### config.mk
export PLATFORM = sky130hd
export DESIGN_NAME = cfca_ram
export DESIGN_NICKNAME = d
export VERILOG_FILES = /design/src/hdl/cfca_ram.sv
export SDC_FILE = /design/constraint.sdc
export NUM_CORES = 1
export LEC_CHECK = 0
export ABC_AREA = 0
export CAP_MARGIN = 20
export CORE_MARGIN = 2
export CORE_UTILIZATION = 31
export CTS_CLUSTER_SIZE = 20
export DETAILED_ROUTE_END_ITERATION = 6
export DONT_BUFFER_PORTS = 1
export PLACE_DENSITY = 0.44
export SLEW_MARGIN = 20
export SYNTH_ARGS = -nofsm -noshare
export SYNTH_HDL_FRONTEND = slang
export SYNTH_SLANG_ARGS = --single-unit
### constraint.sdc
create_clock -name clk -period 2.55 [get_ports clk]
set_clock_uncertainty 0.05 [all_clocks]
set_input_delay 0.3825 -clock clk [delete_from_list [all_inputs] [get_ports clk]]
set_output_delay 0.3825 -clock clk [all_outputs]
set_load 0.03 [all_outputs]
### src/hdl/cfca_ram.sv
// Generic simple dual-port RAM with registered read.
module cfca_ram #(
	parameter int WIDTH = 8,
	parameter int DEPTH = 16
) (
	input  logic                     clk,
	input  logic                     we,
	input  logic [$clog2(DEPTH)-1:0] waddr,
	input  logic [WIDTH-1:0]         wdata,
	input  logic [$clog2(DEPTH)-1:0] raddr,
	output logic [WIDTH-1:0]         rdata
);

	logic [WIDTH-1:0] mem [DEPTH];

	// write port and registered read port
	always_ff @(posedge clk) begin
		if (we) begin
			mem[waddr] <= wdata;
		end
		rdata <= mem[raddr];
	end

endmodule

==> results by group <==
Synthesis
  • Cell with the most instances after synthesis: edfxtp_1
  • Post-synthesis cell count: 229
  • Post-synthesis compound-gate area fraction: 2.333%
  • Async S/R FF share, synth: 0%
  • Synth warnings: 0
  • Main flop type after synthesis: edfxtp_1
  • Post-synth EDFFs: 128
  • Post-synthesis xor/xnor area fraction: 0%
  • Synth Cell Area: 5147 sq um
  • Netlist cell types: 19
  • Synth area leaders: edfxtp_1 75%, mux4_2 7.9%, mux4_1 7.1%, dfxtp_1 3.1%, a22oi_1 2.3%
  • Avg Cell Area, Syn: 22.48 sq um
  • Mapped Nets: 247
  • Adder-Cell Fraction of Synth Area: 0%
  • Synthesized flop and latch total: 136
  • Top cells by count, synth: 128 x edfxtp_1, 18 x mux4_2, 16 x a22oi_1
  • Synth area leader: edfxtp_1
  • Post-synthesis mux area share: 15.02%
  • Simple-gate share of the synthesized area: 3.184%
  • Largest family of logic cells by synthesized area: multiplexers
  • Top-area cell type share of the netlist area: 74.67%
  • Sequential share of the synthesized area: 77.78%

Worst setup path
  • Crit Path Class: flip-flop to flip-flop
  • CP Data Required Time: 2780 ps
  • Worst path cell trace: mux4_2, a22oi_1, nand2_1
  • Slowest cell on crit path: mux4_2
  • Crit path launch type: flip-flop
  • CP arrival: 1720 ps
  • WP buf/inv: 0
  • Worst-path maximum fanout: 1
  • Cell family with most CP delay: multiplexers
  • Critical Path Max Stage Delay: 470 ps
  • CP endpoint kind: flip-flop

Final layout
  • Area growth syn-to-layout: 18.47%
  • Post-layout util: 37.17%
  • Non-Filler Instances: 495
  • ANT cells: 0
  • Fin nets: 281
  • Layout cells sized above 1: 21.09%
  • Fillers: 1491

Placed design
  • Placer Congestion: 0.7118
  • DP Cell Count: 452
  • PortBufs: 0
  • Post-DP HPWL: 7078 microns

Route
  • DRC viols: 0
  • ANT nets after route: 0
  • Iteration-0 DRC Markers: 174
  • Vias post-DR: 2368
  • Routed WL: 11560 microns
  • DR WL/cell: 23.36 microns
  • DRT Pass-1 Iters: 5
  • Detail-routed via count per cell: 4.784

Floorplanning
  • Horiz. Die Dim: 132.9 microns
  • Die Span Y: 132.9 microns
  • Die area: 17650 sq um
  • Placement row count: 47
  • Initial core utilization: 31.37%
  • Core Region: 16410 sq um
  • I/O pin count: 26

STA
  • Crit path time final: 1487 ps
  • Setup TNS Final: 0 ps
  • Final setup viols: 0
  • Final period utilization: 58.32%
  • Final hold vios: 0
  • FMAX: 0.6724 GHz
  • Worst slew pin tran: 813.9 ps
  • Unrepaired setup endpoints after global routing: no
  • Final Max Slew Viols: 0
  • Relative slew slack: 45.63%

Global route
  • Gr ovfl total: 0
  • Busiest grt layer: met2
  • GR met3 Demand/Resource: 4.943%
  • Vias in the first global route: 2453
  • Overall Global Routing Usage: 13.98%
  • M1 GR Usage: 19.40%
  • Global-route wire length before repair: 16750 microns
  • Largest net degree at the start of global routing: 33
  • Initial antenna violation count: 0
  • Met2 GRT Util: 20.29%

Power
  • Max IR drop VDD: 493.3 uV
  • Part of the power in combinational logic: 3.7%
  • PD cells: 818.9 nW/um^2
  • P_leak: 1.978 nW
  • Psw: 0.9925 mW
  • Sequential share of power: 51.1%
  • Pint: 4.002 mW
  • Sw Ratio: 19.87%
  • Clock Power Share: 45.2%

Clock tree
  • Sink Count: 136
  • CTS tree: done
  • Cts bufs inserted: 17
  • CTS max path bufs: 2
  • Clk slew on worst S/H paths: 60 ps
  • Post-CTS Setup Bufs: 0
  • Worst skew pair latency: 410 ps
  • CTS root buffer: clkbuf_16
  • CTS H-Tree Depth: 4

Status
  • Status: completed

Worst hold path
  • Worst Hold Class: primary input to flip-flop

Run
  • Max Cap Viol: 0
==> layout by cell type (no fill, tap or decap) <==
master | netlist | final
edfxtp_1 | 128 | 128
mux4_2 | 18 | 18
clkbuf_16 | 0 | 17
a22oi_1 | 16 | 16
mux4_1 | 14 | 14
nor2_1 | 13 | 13
buf_4 | 1 | 13
dlygate4sd3_1 | 0 | 12
nand2_1 | 9 | 9
dfxtp_1 | 8 | 8
clkinv_2 | 0 | 5
nor3_1 | 4 | 4
clkbuf_1 | 0 | 3
nand3b_1 | 2 | 2
nand2b_1 | 2 | 2
bufinv_16 | 0 | 2
clkinv_1 | 0 | 2
clkinvlp_4 | 0 | 2
nor2b_1 | 1 | 1
and2_1 | 1 | 1
and2b_1 | 1 | 1
nand3_1 | 1 | 1
or3b_2 | 1 | 1
==> area by class of cell <==
type,count,area (sq um),share of cell area [%]
clock buffers,20,436.7,7.160
clock inverters,11,107.6,1.764
repair buffers,25,217.7,3.570
well taps,220,275.3,4.514
multi-input cells,83,1057,17.34
flip-flops and latches,136,4004,65.65
==> path summary, 6_finish.rpt <==
check / start / endpoint / slack [ps] / depth (start not counted)
setup / recovery: mem[0][6] / rdata[6] / 1060 / 3
hold / removal: raddr[1] / rdata[3] / 220 / 3
setup reg to reg: mem[0][6] / rdata[6] / 1060 / 3
hold reg to reg: mem[4][3] / rdata[3] / 610 / 3
==> power groups by stage <==
stage	logic, mW	clock network, mW	registers (mW)
floorplan	0.127	0	2.59
global placement	0.143	0	2.60
detailed placement	0.142	0	2.60
CTS	0.193	2.31	2.55
global route	0.204	2.40	2.55
finish	0.187	2.26	2.55
==> layer usage <==
metal	vias up	share of wire [%]
met2	80	45
met1	1232	46
met4	0	1.3
met5	-	0
met3	14	7.5
li1	1042	-
==> kinds of logic after synthesis <==
logic type,after synthesis
muxes,32
and+or+nand+nor,35
buffers and inverters,10
AOI/OAI and AO/OA,16
DFF,136
==> state kept, by name (all words and copies together) (netlist names) <==
register / flops
mem: 128
rdata: 8
==> metrics by stage <==
stage	power [mW]	setup WS, ps	instance area [sq um]	hold WS [ps]
2_1_floorplan	2.713	624.6	5147	431.4
3_3_place_gp	2.740	821.0	5434	432.5
3_5_place_dp	2.740	851.1	5434	432.6
4_1_cts	5.053	1065	6098	177.8
5_1_grt	5.156	940.2	6098	229.5
6_report	4.994	1063	6098	224.8
==> what timing repair did <==
item | 4_1_cts | 5_1_grt
resized for setup | 0 | 0
hold buffers | 12 | 0
endpoints found under the hold margin | 100 | 0
==> worst register-to-register path, delay by kind of cell (launching register included) <==
family           cells  cell delay (ps)
AO/OA/AOI/OAI        1              330
flip-flops           1              380
multiplexers         1              470
AND/OR/NAND/NOR      1              130
Note: power is estimated with default switching activity, not from simulation.
